[src/rtl/jtl_pkg.sv]
package jtl_pkg;

    typedef enum logic [1:0] {
        MODE_IDLE    = 2'd0,
        MODE_STRING  = 2'd1,
        MODE_NUMBER  = 2'd2,
        MODE_LITERAL = 2'd3
    } t_mode;

    typedef enum logic [3:0] {
        KIND_LBRACE = 4'd0,
        KIND_RBRACE = 4'd1,
        KIND_LBRACK = 4'd2,
        KIND_RBRACK = 4'd3,
        KIND_COMMA  = 4'd4,
        KIND_COLON  = 4'd5,
        KIND_STRING = 4'd6,
        KIND_NUMBER = 4'd7,
        KIND_TRUE   = 4'd8,
        KIND_FALSE  = 4'd9,
        KIND_NULL   = 4'd10,
        KIND_ERROR  = 4'd11,
        KIND_END    = 4'd12
    } t_kind;

    typedef enum logic [1:0] {
        LIT_TRUE  = 2'd0,
        LIT_FALSE = 2'd1,
        LIT_NULL  = 2'd2
    } t_lit;

    localparam logic [7:0] CH_SPACE  = 8'h20;
    localparam logic [7:0] CH_TAB    = 8'h09;
    localparam logic [7:0] CH_CR     = 8'h0d;
    localparam logic [7:0] CH_LF     = 8'h0a;
    localparam logic [7:0] CH_LBRACE = 8'h7b;
    localparam logic [7:0] CH_RBRACE = 8'h7d;
    localparam logic [7:0] CH_LBRACK = 8'h5b;
    localparam logic [7:0] CH_RBRACK = 8'h5d;
    localparam logic [7:0] CH_COMMA  = 8'h2c;
    localparam logic [7:0] CH_COLON  = 8'h3a;
    localparam logic [7:0] CH_QUOTE  = 8'h22;
    localparam logic [7:0] CH_DOT    = 8'h2e;
    localparam logic [7:0] CH_MINUS  = 8'h2d;
    localparam logic [7:0] CH_ZERO   = 8'h30;
    localparam logic [7:0] CH_NINE   = 8'h39;
    localparam logic [7:0] CH_A      = 8'h61;
    localparam logic [7:0] CH_E      = 8'h65;
    localparam logic [7:0] CH_F      = 8'h66;
    localparam logic [7:0] CH_L      = 8'h6c;
    localparam logic [7:0] CH_N      = 8'h6e;
    localparam logic [7:0] CH_R      = 8'h72;
    localparam logic [7:0] CH_S      = 8'h73;
    localparam logic [7:0] CH_T      = 8'h74;
    localparam logic [7:0] CH_U      = 8'h75;

    localparam int MaxTokens = 3;

    typedef struct packed {
        t_kind       kind;
        logic [31:0] start;
        logic [31:0] length;
    } t_token;

    typedef struct packed {
        t_token [MaxTokens-1:0] tok;
        logic   [1:0]           count;
    } t_bundle;

    function automatic logic [2:0] lit_len(input logic [1:0] w);
        case (w)
            LIT_FALSE: lit_len = 3'd5;
            default:   lit_len = 3'd4;
        endcase
    endfunction

    function automatic t_kind lit_kind(input logic [1:0] w);
        case (w)
            LIT_FALSE: lit_kind = KIND_FALSE;
            LIT_NULL:  lit_kind = KIND_NULL;
            default:   lit_kind = KIND_TRUE;
        endcase
    endfunction

    function automatic logic [7:0] lit_char(input logic [1:0] w, input logic [2:0] i);
        logic [7:0] c;
        c = 8'h00;
        case (w)
            LIT_FALSE: begin
                case (i)
                    3'd0:    c = CH_F;
                    3'd1:    c = CH_A;
                    3'd2:    c = CH_L;
                    3'd3:    c = CH_S;
                    3'd4:    c = CH_E;
                    default: c = 8'h00;
                endcase
            end
            LIT_NULL: begin
                case (i)
                    3'd0:    c = CH_N;
                    3'd1:    c = CH_U;
                    3'd2:    c = CH_L;
                    3'd3:    c = CH_L;
                    default: c = 8'h00;
                endcase
            end
            default: begin
                case (i)
                    3'd0:    c = CH_T;
                    3'd1:    c = CH_R;
                    3'd2:    c = CH_U;
                    3'd3:    c = CH_E;
                    default: c = 8'h00;
                endcase
            end
        endcase
        return c;
    endfunction

    function automatic logic num_char(input logic [7:0] b);
        return ((b >= CH_ZERO) && (b <= CH_NINE)) || (b == CH_DOT) || (b == CH_MINUS);
    endfunction

endpackage

[src/rtl/jtl_if.sv]
interface jtl_byte_if;
    logic       valid;
    logic       ready;
    logic [7:0] source_byte;
    logic       end_of_source;

    modport source (output valid, output source_byte, output end_of_source, input ready);
    modport sink (input valid, input source_byte, input end_of_source, output ready);
endinterface

interface jtl_token_if;
    logic        valid;
    logic        ready;
    logic [3:0]  token_kind;
    logic [31:0] token_start;
    logic [31:0] token_length;
    logic        run_last;

    modport source (
        output valid, output token_kind, output token_start, output token_length,
        output run_last, input ready
    );
    modport sink (
        input valid, input token_kind, input token_start, input token_length,
        input run_last, output ready
    );
endinterface

[src/rtl/jtl_lexer_core.sv]
module jtl_lexer_core #(
    parameter int OFFSET_BITS = 32
) (
    input  logic             i_clk,
    input  logic             i_rst_n,
    jtl_byte_if.sink         i_byte,
    input  logic             i_load_ok,
    output logic             o_load,
    output jtl_pkg::t_bundle o_bundle
);

    logic                   r_in_valid;
    logic [7:0]             r_byte;
    logic                   r_last;

    jtl_pkg::t_mode         r_mode, n_mode;
    logic [1:0]             r_wh, n_wh;
    logic [2:0]             r_ix, n_ix;
    logic [OFFSET_BITS-1:0] r_ps, n_ps;
    logic [OFFSET_BITS-1:0] r_pl, n_pl;
    logic [OFFSET_BITS-1:0] r_off, n_off;

    jtl_pkg::t_bundle       bundle;
    logic                   consume;

    function automatic logic [OFFSET_BITS-1:0] sat_inc(input logic [OFFSET_BITS-1:0] v);
        return (v == {OFFSET_BITS{1'b1}}) ? v : OFFSET_BITS'(v + 1'b1);
    endfunction

    function automatic logic [31:0] to32(input logic [OFFSET_BITS-1:0] v);
        logic [OFFSET_BITS+31:0] ext;
        ext = {32'd0, v};
        return ext[31:0];
    endfunction

    function automatic jtl_pkg::t_token mk(
        input jtl_pkg::t_kind k, input logic [31:0] s, input logic [31:0] l
    );
        jtl_pkg::t_token t;
        t.kind   = k;
        t.start  = s;
        t.length = l;
        return t;
    endfunction

    always_comb begin
        logic       start_idle;
        logic [1:0] cnt;
        logic [1:0] w;
        start_idle = 1'b0;
        cnt        = 2'd0;
        w          = jtl_pkg::LIT_TRUE;
        bundle     = '0;
        n_mode     = r_mode;
        n_wh       = r_wh;
        n_ix       = r_ix;
        n_ps       = r_ps;
        n_pl       = r_pl;
        n_off      = sat_inc(r_off);

        case (r_mode)
            jtl_pkg::MODE_STRING: begin
                if (r_byte == jtl_pkg::CH_QUOTE) begin
                    bundle.tok[cnt] = mk(jtl_pkg::KIND_STRING, to32(r_ps), to32(r_pl));
                    cnt = cnt + 2'd1;
                    n_mode = jtl_pkg::MODE_IDLE;
                end else begin
                    n_pl = sat_inc(r_pl);
                end
            end
            jtl_pkg::MODE_NUMBER: begin
                if (jtl_pkg::num_char(r_byte)) begin
                    n_pl = sat_inc(r_pl);
                end else begin
                    bundle.tok[cnt] = mk(jtl_pkg::KIND_NUMBER, to32(r_ps), to32(r_pl));
                    cnt = cnt + 2'd1;
                    n_mode = jtl_pkg::MODE_IDLE;
                    start_idle = 1'b1;
                end
            end
            jtl_pkg::MODE_LITERAL: begin
                w = (r_wh == 2'd3) ? jtl_pkg::LIT_TRUE : r_wh;
                if ((r_ix < jtl_pkg::lit_len(w)) && (r_byte == jtl_pkg::lit_char(w, r_ix))) begin
                    n_ix = r_ix + 3'd1;
                    if (n_ix >= jtl_pkg::lit_len(w)) begin
                        bundle.tok[cnt] = mk(jtl_pkg::lit_kind(w), to32(r_ps),
                                             32'(jtl_pkg::lit_len(w)));
                        cnt = cnt + 2'd1;
                        n_mode = jtl_pkg::MODE_IDLE;
                    end
                end else begin
                    bundle.tok[cnt] = mk(jtl_pkg::KIND_ERROR, to32(r_ps), 32'(r_ix) + 32'd1);
                    cnt = cnt + 2'd1;
                    n_mode = jtl_pkg::MODE_IDLE;
                end
            end
            default: begin
                start_idle = 1'b1;
            end
        endcase

        if (start_idle) begin
            case (r_byte)
                jtl_pkg::CH_SPACE, jtl_pkg::CH_TAB, jtl_pkg::CH_CR, jtl_pkg::CH_LF: begin
                end
                jtl_pkg::CH_LBRACE: begin
                    bundle.tok[cnt] = mk(jtl_pkg::KIND_LBRACE, to32(r_off), 32'd1);
                    cnt = cnt + 2'd1;
                end
                jtl_pkg::CH_RBRACE: begin
                    bundle.tok[cnt] = mk(jtl_pkg::KIND_RBRACE, to32(r_off), 32'd1);
                    cnt = cnt + 2'd1;
                end
                jtl_pkg::CH_LBRACK: begin
                    bundle.tok[cnt] = mk(jtl_pkg::KIND_LBRACK, to32(r_off), 32'd1);
                    cnt = cnt + 2'd1;
                end
                jtl_pkg::CH_RBRACK: begin
                    bundle.tok[cnt] = mk(jtl_pkg::KIND_RBRACK, to32(r_off), 32'd1);
                    cnt = cnt + 2'd1;
                end
                jtl_pkg::CH_COMMA: begin
                    bundle.tok[cnt] = mk(jtl_pkg::KIND_COMMA, to32(r_off), 32'd1);
                    cnt = cnt + 2'd1;
                end
                jtl_pkg::CH_COLON: begin
                    bundle.tok[cnt] = mk(jtl_pkg::KIND_COLON, to32(r_off), 32'd1);
                    cnt = cnt + 2'd1;
                end
                jtl_pkg::CH_QUOTE: begin
                    n_mode = jtl_pkg::MODE_STRING;
                    n_ps   = sat_inc(r_off);
                    n_pl   = '0;
                end
                jtl_pkg::CH_T: begin
                    n_mode = jtl_pkg::MODE_LITERAL;
                    n_wh   = jtl_pkg::LIT_TRUE;
                    n_ix   = 3'd1;
                    n_ps   = r_off;
                end
                jtl_pkg::CH_F: begin
                    n_mode = jtl_pkg::MODE_LITERAL;
                    n_wh   = jtl_pkg::LIT_FALSE;
                    n_ix   = 3'd1;
                    n_ps   = r_off;
                end
                jtl_pkg::CH_N: begin
                    n_mode = jtl_pkg::MODE_LITERAL;
                    n_wh   = jtl_pkg::LIT_NULL;
                    n_ix   = 3'd1;
                    n_ps   = r_off;
                end
                default: begin
                    if (jtl_pkg::num_char(r_byte)) begin
                        n_mode = jtl_pkg::MODE_NUMBER;
                        n_ps   = r_off;
                        n_pl   = OFFSET_BITS'(1);
                    end else begin
                        bundle.tok[cnt] = mk(jtl_pkg::KIND_ERROR, to32(r_off), 32'd1);
                        cnt = cnt + 2'd1;
                    end
                end
            endcase
        end

        if (r_last) begin
            case (n_mode)
                jtl_pkg::MODE_NUMBER: begin
                    bundle.tok[cnt] = mk(jtl_pkg::KIND_NUMBER, to32(n_ps), to32(n_pl));
                    cnt = cnt + 2'd1;
                end
                jtl_pkg::MODE_STRING: begin
                    bundle.tok[cnt] = mk(jtl_pkg::KIND_ERROR, to32(n_ps), to32(n_pl));
                    cnt = cnt + 2'd1;
                end
                jtl_pkg::MODE_LITERAL: begin
                    bundle.tok[cnt] = mk(jtl_pkg::KIND_ERROR, to32(n_ps), 32'(n_ix));
                    cnt = cnt + 2'd1;
                end
                default: begin
                end
            endcase
            bundle.tok[cnt] = mk(jtl_pkg::KIND_END, to32(n_off), 32'd0);
            cnt = cnt + 2'd1;
            n_mode = jtl_pkg::MODE_IDLE;
            n_wh   = 2'd0;
            n_ix   = 3'd0;
            n_ps   = '0;
            n_pl   = '0;
            n_off  = '0;
        end

        bundle.count = cnt;
    end

    assign consume      = r_in_valid && ((bundle.count == 2'd0) || i_load_ok);
    assign o_load       = consume && (bundle.count != 2'd0);
    assign o_bundle     = bundle;
    assign i_byte.ready = !r_in_valid || consume;

    always_ff @(posedge i_clk) begin
        if (!i_rst_n) begin
            r_in_valid <= 1'b0;
        end else if (i_byte.valid && i_byte.ready) begin
            r_in_valid <= 1'b1;
        end else if (consume) begin
            r_in_valid <= 1'b0;
        end
    end

    always_ff @(posedge i_clk) begin
        if (i_byte.valid && i_byte.ready) begin
            r_byte <= i_byte.source_byte;
            r_last <= i_byte.end_of_source;
        end
    end

    always_ff @(posedge i_clk) begin
        if (!i_rst_n) begin
            r_mode <= jtl_pkg::MODE_IDLE;
            r_wh   <= 2'd0;
            r_ix   <= 3'd0;
            r_ps   <= '0;
            r_pl   <= '0;
            r_off  <= '0;
        end else if (consume) begin
            r_mode <= n_mode;
            r_wh   <= n_wh;
            r_ix   <= n_ix;
            r_ps   <= n_ps;
            r_pl   <= n_pl;
            r_off  <= n_off;
        end
    end

endmodule

[src/rtl/jtl_token_serializer.sv]
module jtl_token_serializer (
    input  logic             i_clk,
    input  logic             i_rst_n,
    input  logic             i_load,
    input  jtl_pkg::t_bundle i_bundle,
    output logic             o_load_ok,
    jtl_token_if.source      o_token
);

    logic             r_valid;
    logic [1:0]       r_idx;
    jtl_pkg::t_bundle r_bundle;
    logic             is_last;
    jtl_pkg::t_token  head;

    assign is_last   = (r_idx == (r_bundle.count - 2'd1));
    assign o_load_ok = !r_valid || (o_token.ready && is_last);
    assign head      = r_bundle.tok[r_idx];

    assign o_token.valid        = r_valid;
    assign o_token.token_kind   = head.kind;
    assign o_token.token_start  = head.start;
    assign o_token.token_length = head.length;
    assign o_token.run_last     = is_last;

    always_ff @(posedge i_clk) begin
        if (!i_rst_n) begin
            r_valid <= 1'b0;
            r_idx   <= 2'd0;
        end else if (i_load) begin
            r_valid <= 1'b1;
            r_idx   <= 2'd0;
        end else if (r_valid && o_token.ready) begin
            if (is_last) begin
                r_valid <= 1'b0;
                r_idx   <= 2'd0;
            end else begin
                r_idx <= r_idx + 2'd1;
            end
        end
    end

    always_ff @(posedge i_clk) begin
        if (i_load) begin
            r_bundle <= i_bundle;
        end
    end

endmodule

[src/rtl/json_token_lexer_top.sv]
// JSON token lexer: takes source text one byte per beat and returns tokens (kind, start
// offset, length), skipping whitespace; strings carry no escape handling, bad literals and
// unknown bytes give error tokens, and an end token follows the byte flagged end_of_source.
// A byte passes from the input register through the lexer logic into the token register,
// so bytes stream at one per cycle while each yields at most one token and the output is
// not stalled; a byte that yields k tokens (up to 3) holds the token register for k output
// beats, which sets the rate on token-dense text. Bytes that yield no token move on even
// while the output stalls. There is no clearing pass.
module json_token_lexer_top #(
    parameter int OFFSET_BITS = 32
) (
    input  logic        i_clk,
    input  logic        i_rst_n,
    jtl_byte_if.sink    i_byte,
    jtl_token_if.source o_token
);

    logic             load;
    logic             load_ok;
    jtl_pkg::t_bundle bundle;

    jtl_lexer_core #(
        .OFFSET_BITS (OFFSET_BITS)
    ) u_core (
        .i_clk     (i_clk),
        .i_rst_n   (i_rst_n),
        .i_byte    (i_byte),
        .i_load_ok (load_ok),
        .o_load    (load),
        .o_bundle  (bundle)
    );

    jtl_token_serializer u_ser (
        .i_clk     (i_clk),
        .i_rst_n   (i_rst_n),
        .i_load    (load),
        .i_bundle  (bundle),
        .o_load_ok (load_ok),
        .o_token   (o_token)
    );

endmodule

[src/flat_wrapper.sv]
// flat-port wrapper written by rule: the top's interface ports become plain ports
module json_token_lexer_top_flat 
#(
    parameter int OFFSET_BITS = 32
)
  (i_clk, i_rst_n, i_byte_valid, i_byte_source_byte, i_byte_end_of_source, i_byte_ready, o_token_valid, o_token_token_kind, o_token_token_start, o_token_token_length, o_token_run_last, o_token_ready);
  jtl_byte_if i_byte_i ();
  jtl_token_if o_token_i ();
  input  logic i_clk;
  input  logic i_rst_n;
  input wire logic [$bits(i_byte_i.valid)-1:0] i_byte_valid;
  input wire logic [$bits(i_byte_i.source_byte)-1:0] i_byte_source_byte;
  input wire logic [$bits(i_byte_i.end_of_source)-1:0] i_byte_end_of_source;
  output wire logic [$bits(i_byte_i.ready)-1:0] i_byte_ready;
  output wire logic [$bits(o_token_i.valid)-1:0] o_token_valid;
  output wire logic [$bits(o_token_i.token_kind)-1:0] o_token_token_kind;
  output wire logic [$bits(o_token_i.token_start)-1:0] o_token_token_start;
  output wire logic [$bits(o_token_i.token_length)-1:0] o_token_token_length;
  output wire logic [$bits(o_token_i.run_last)-1:0] o_token_run_last;
  input wire logic [$bits(o_token_i.ready)-1:0] o_token_ready;
  assign i_byte_i.valid = i_byte_valid;
  assign i_byte_i.source_byte = i_byte_source_byte;
  assign i_byte_i.end_of_source = i_byte_end_of_source;
  assign i_byte_ready = i_byte_i.ready;
  assign o_token_valid = o_token_i.valid;
  assign o_token_token_kind = o_token_i.token_kind;
  assign o_token_token_start = o_token_i.token_start;
  assign o_token_token_length = o_token_i.token_length;
  assign o_token_run_last = o_token_i.run_last;
  assign o_token_i.ready = o_token_ready;
  json_token_lexer_top #(.OFFSET_BITS(OFFSET_BITS)) u_core (.i_clk(i_clk), .i_rst_n(i_rst_n), .i_byte(i_byte_i), .o_token(o_token_i));
endmodule
[config.mk]
export PLATFORM = sky130hd
export DESIGN_NAME = json_token_lexer_top_flat
export DESIGN_NICKNAME = d
export VERILOG_FILES = /design/src/rtl/jtl_pkg.sv /design/src/rtl/jtl_if.sv /design/src/rtl/jtl_lexer_core.sv /design/src/rtl/jtl_token_serializer.sv /design/src/rtl/json_token_lexer_top.sv /design/src/flat_wrapper.sv
export SDC_FILE = /design/constraint.sdc
export NUM_CORES = 1
export LEC_CHECK = 0
export BUFFER_PORTS_ARGS = -buffer_cell sky130_fd_sc_hd__buf_4
export CAP_MARGIN = 5
export CORE_ASPECT_RATIO = 0.9
export CORE_MARGIN = 5
export CORE_UTILIZATION = 45
export DETAILED_ROUTE_END_ITERATION = 6
export GPL_TIMING_DRIVEN = 1
export PLACE_DENSITY = 0.66
export RECOVER_POWER = 25
export SLEW_MARGIN = 30
export SYNTH_ARGS = -nofsm -noshare
export SYNTH_HDL_FRONTEND = slang
export SYNTH_SLANG_ARGS = --single-unit
[constraint.sdc]
create_clock -name i_clk -period 44 [get_ports i_clk]
set_input_delay 8.8 -clock i_clk [delete_from_list [all_inputs] [get_ports i_clk]]
set_output_delay 8.8 -clock i_clk [all_outputs]
set_load 0.03 [all_outputs]
==> metrics <==
outcome=finished with violations; violated checks=max-capacitance violations, max-slew violations; synth warn=0; overall routing resource usage=0.282; Post-Route WL=75900 µm; pre-CTS WS=25.65 ns; area occupied by multi-input gates=11500 µm²; Slew HR=-1.15; Clk pwr share=0.429; buffer and inverter count on the worst path=2; Worst Skew=0.0210 ns; Hold Fails Final Rpt=0; crit path max fanout=4; number of global-route vias before repair=18.7k; Top FF cell, synth=edfxtp_1; final core utilization=0.499; RD Place Congestion=0.953; Post-synth EDFFs=214; first-pass GRT wire length=114000 µm; largest net degree at the start of global routing=74; WS Path Type=primary input to primary output; Clk Latency, worst-skew pair=0.58 ns; Synth Net Count=2493; Worst setup SP type=primary input; Psw=212 µW; total global routing overflow=0; Clock Tree Buf Depth=3; CTS tree=yes; commonest non-fill, non-tap cells in the layout=401 x nand2_1, 214 x edfxtp_1, 194 x nor2_1; slowest CP cell=or2_2; TNS Setup=0 ns; vias=20.2k; Switching Share=0.278; Synth Area per Inst=8.57 µm²; RSZ-0062 raised after global routing=false; drt initial violations=2952; minimum clock period=18.35 ns; Hold WS=0.472 ns; Port Buffers=83; core area=46500 µm²; f_max=0.0545 GHz; post-route DRC violation count=0; Comb power frac=0.127; Worst VDD drop=0.0273 mV; vias per cell=6.64; Least-Margin Pin Slew=3.23 ns; register area share after synthesis=0.407; DP Wirelength=48300 µm; Worst-path clk slew=0.06 ns; Max Slew Vio Count=292; clk sink count=321; slowest stage delay, CP=0.31 ns; # hold bufs at CTS=0; 1st-pass router iterations=6; worst hold path class=flip-flop to flip-flop; Cells after Synth=2457; asr flop ratio synth=0; Initial Util=0.453; Reg power frac=0.444; PnR worst setup slack=25.65 ns; leading cell type in the layout, fill and taps excluded=nand2_1; register area=8570 µm²; Ports=84; Netlist cell types=87; Die ar.=51200 µm²; final setup fails=0; Max Cap Viol=9; H-tree depth=2; Crit path max-delay family=simple AND/OR/NAND/NOR gates; Critical Path Sink Type=primary output; Total Power=762 µW; drt wl/cell=25.0 µm; Rows=75; Critical Path RT=35.20 ns; Power Internal=550 µW; Lkg Pwr=7.68 nW; Final period util=0.417; Syn-to-layout area delta=10.1%; CP Data Arrival Time=9.55 ns; Mapped Area=21100 µm²; fillers=4343; cts repair resizes=0; pwr dens=32.9 nW/µm²; Nets=2426; Horiz. Die Dim=238 µm; initial antenna violation count=4; synthesized flop and latch total=321; Routed Antenna Nets=0; CP Cell Sequence=buf_4 -> nand2_1 -> nand2_1 -> or2_2 -> buf_4; Root Buffer=clkbuf_16; Post-CTS Setup Inserts=0; CTS buffer count=37; Die Y=215 µm; share of layout cells above drive strength 1=0.0931
-- metal layers --
layer	global-route usage	vias to the layer above	wire (µm)
met3	0.0669	192	9300
met1	0.420	9719	32600
met2	0.401	1277	31300
li1	-	8968	-
met4	0.0956	4	2470
met5	0	-	108
-- worst register-to-register path, cell delays in order, from the launching register on --
cell      delay [ns]
dfxtp_1         0.63
inv_1           0.17
ha_1            0.39
or4_1           0.61
nand3_1         0.14
a221o_1         0.19
o311a_1         0.27
nand4_1         0.21
a21oi_2         0.18
clkbuf_1        1.73
inv_1           0.22
ha_1            0.38
and3_1          0.15
a222oi_1        0.23
o21ai_0         0.37
ha_1            0.41
a21o_1          0.15
ha_1            0.15
clkbuf_1        0.88
and2_0          1.01
clkbuf_1        1.86
o31ai_1         0.46
-- stage by stage --
step / cell area (µm²) / cells
2_1_floorplan: 21100 / 2457
3_3_place_gp: 21900 / 2965
3_5_place_dp: 21900 / 2965
4_1_cts: 23200 / 3032
5_1_grt: 23200 / 3034
6_report: 23200 / 3036
-- final cells by class --
class	instances	share of cell area
inverter	40	0.00648
tap	616	0.0332
timing repair buffer	129	0.0411
multi-input combinational	1861	0.495
antenna	2	0.000216
clock inverter	23	0.0119
clock buffer	44	0.0424
sequential	321	0.370
-- synthesized netlist by cell type (12+ instances only) --
cell | count | area [µm²]
o211ai_1 | 25 | 188
a221oi_1 | 14 | 123
mux2i_1 | 156 | 1560
nand4_1 | 27 | 169
and2_1 | 34 | 213
nor3_1 | 37 | 185
xor2_1 | 12 | 105
a22oi_1 | 36 | 270
dfxtp_1 | 107 | 2140
a221o_1 | 17 | 170
edfxtp_1 | 214 | 6430
xnor2_1 | 26 | 228
ha_1 | 23 | 288
nor2_1 | 199 | 747
o21ai_0 | 156 | 781
nand2b_1 | 32 | 200
nand2_1 | 403 | 1510
o2bb2ai_1 | 16 | 140
and3_1 | 52 | 325
buf_2 | 15 | 75.1
nor2b_1 | 13 | 81.3
o31ai_1 | 40 | 300
inv_1 | 38 | 143
a21oi_1 | 109 | 546
nand3_1 | 68 | 340
a211oi_1 | 38 | 285
a31oi_1 | 24 | 150
o22ai_1 | 33 | 206
or3_1 | 22 | 138
a21o_1 | 33 | 248
clkbuf_1 | 199 | 747
-- sequential cells by signal, indices dropped and copies added (netlist names) --
| name | flops |
|---|---|
| u_core.u_core.r_mode | 2 |
| u_core.u_core.r_wh | 2 |
| u_core.u_core.r_pl | 32 |
| u_core.u_ser.r_bundle | 205 |
| u_core.u_core.r_off | 32 |
| u_core.u_core.r_ps | 32 |
| u_core.u_core.r_last | 1 |
| u_core.u_ser.o_token.valid | 1 |
| u_core.u_ser.r_idx | 2 |
| u_core.u_core.r_in_valid | 1 |
| u_core.u_core.r_byte | 8 |
| u_core.u_core.r_ix | 3 |
-- power by group through the flow --
stage	registers [mW]	logic [mW]	clock network (mW)
global route	0.339	0.101	0.342
finish	0.339	0.0969	0.327
CTS	0.338	0.0951	0.330
detailed placement	0.345	0.0948	0
floorplan	0.346	0.0615	0
global placement	0.344	0.0936	0
-- cells by family (layout without fill, tap and decap cells) --
group                      count (synthesis)  count (layout)  share of synthesized area
and+or+nand+nor                          936             936                      0.203
AOI/OAI and AO/OA                        705             705                      0.231
DFF                                      321             321                      0.407
buffers and inverters                    275             236                     0.0528
muxes                                    158             158                     0.0752
xor gates and xnor gates                  39              39                     0.0166
adders and majority gates                 23              23                     0.0137
other                                      0               2                          0
-- final timing paths --
| path | to | slack (ns) | from | cells past startpoint |
|---|---|---|---|---|
| max | i_byte_ready | 25.65 | o_token_ready | 5 |
| min | u_core.u_core.r_ps[1] | 0.47 | u_core.u_core.r_ps[1] | 2 |
| max reg2reg | u_core.u_ser.r_bundle[36] | 32.84 | u_core.u_core.r_ix[2] | 21 |
| min reg2reg | u_core.u_core.r_ps[1] | 0.47 | u_core.u_core.r_ps[1] | 2 |
(Power assumes the default switching activity.)
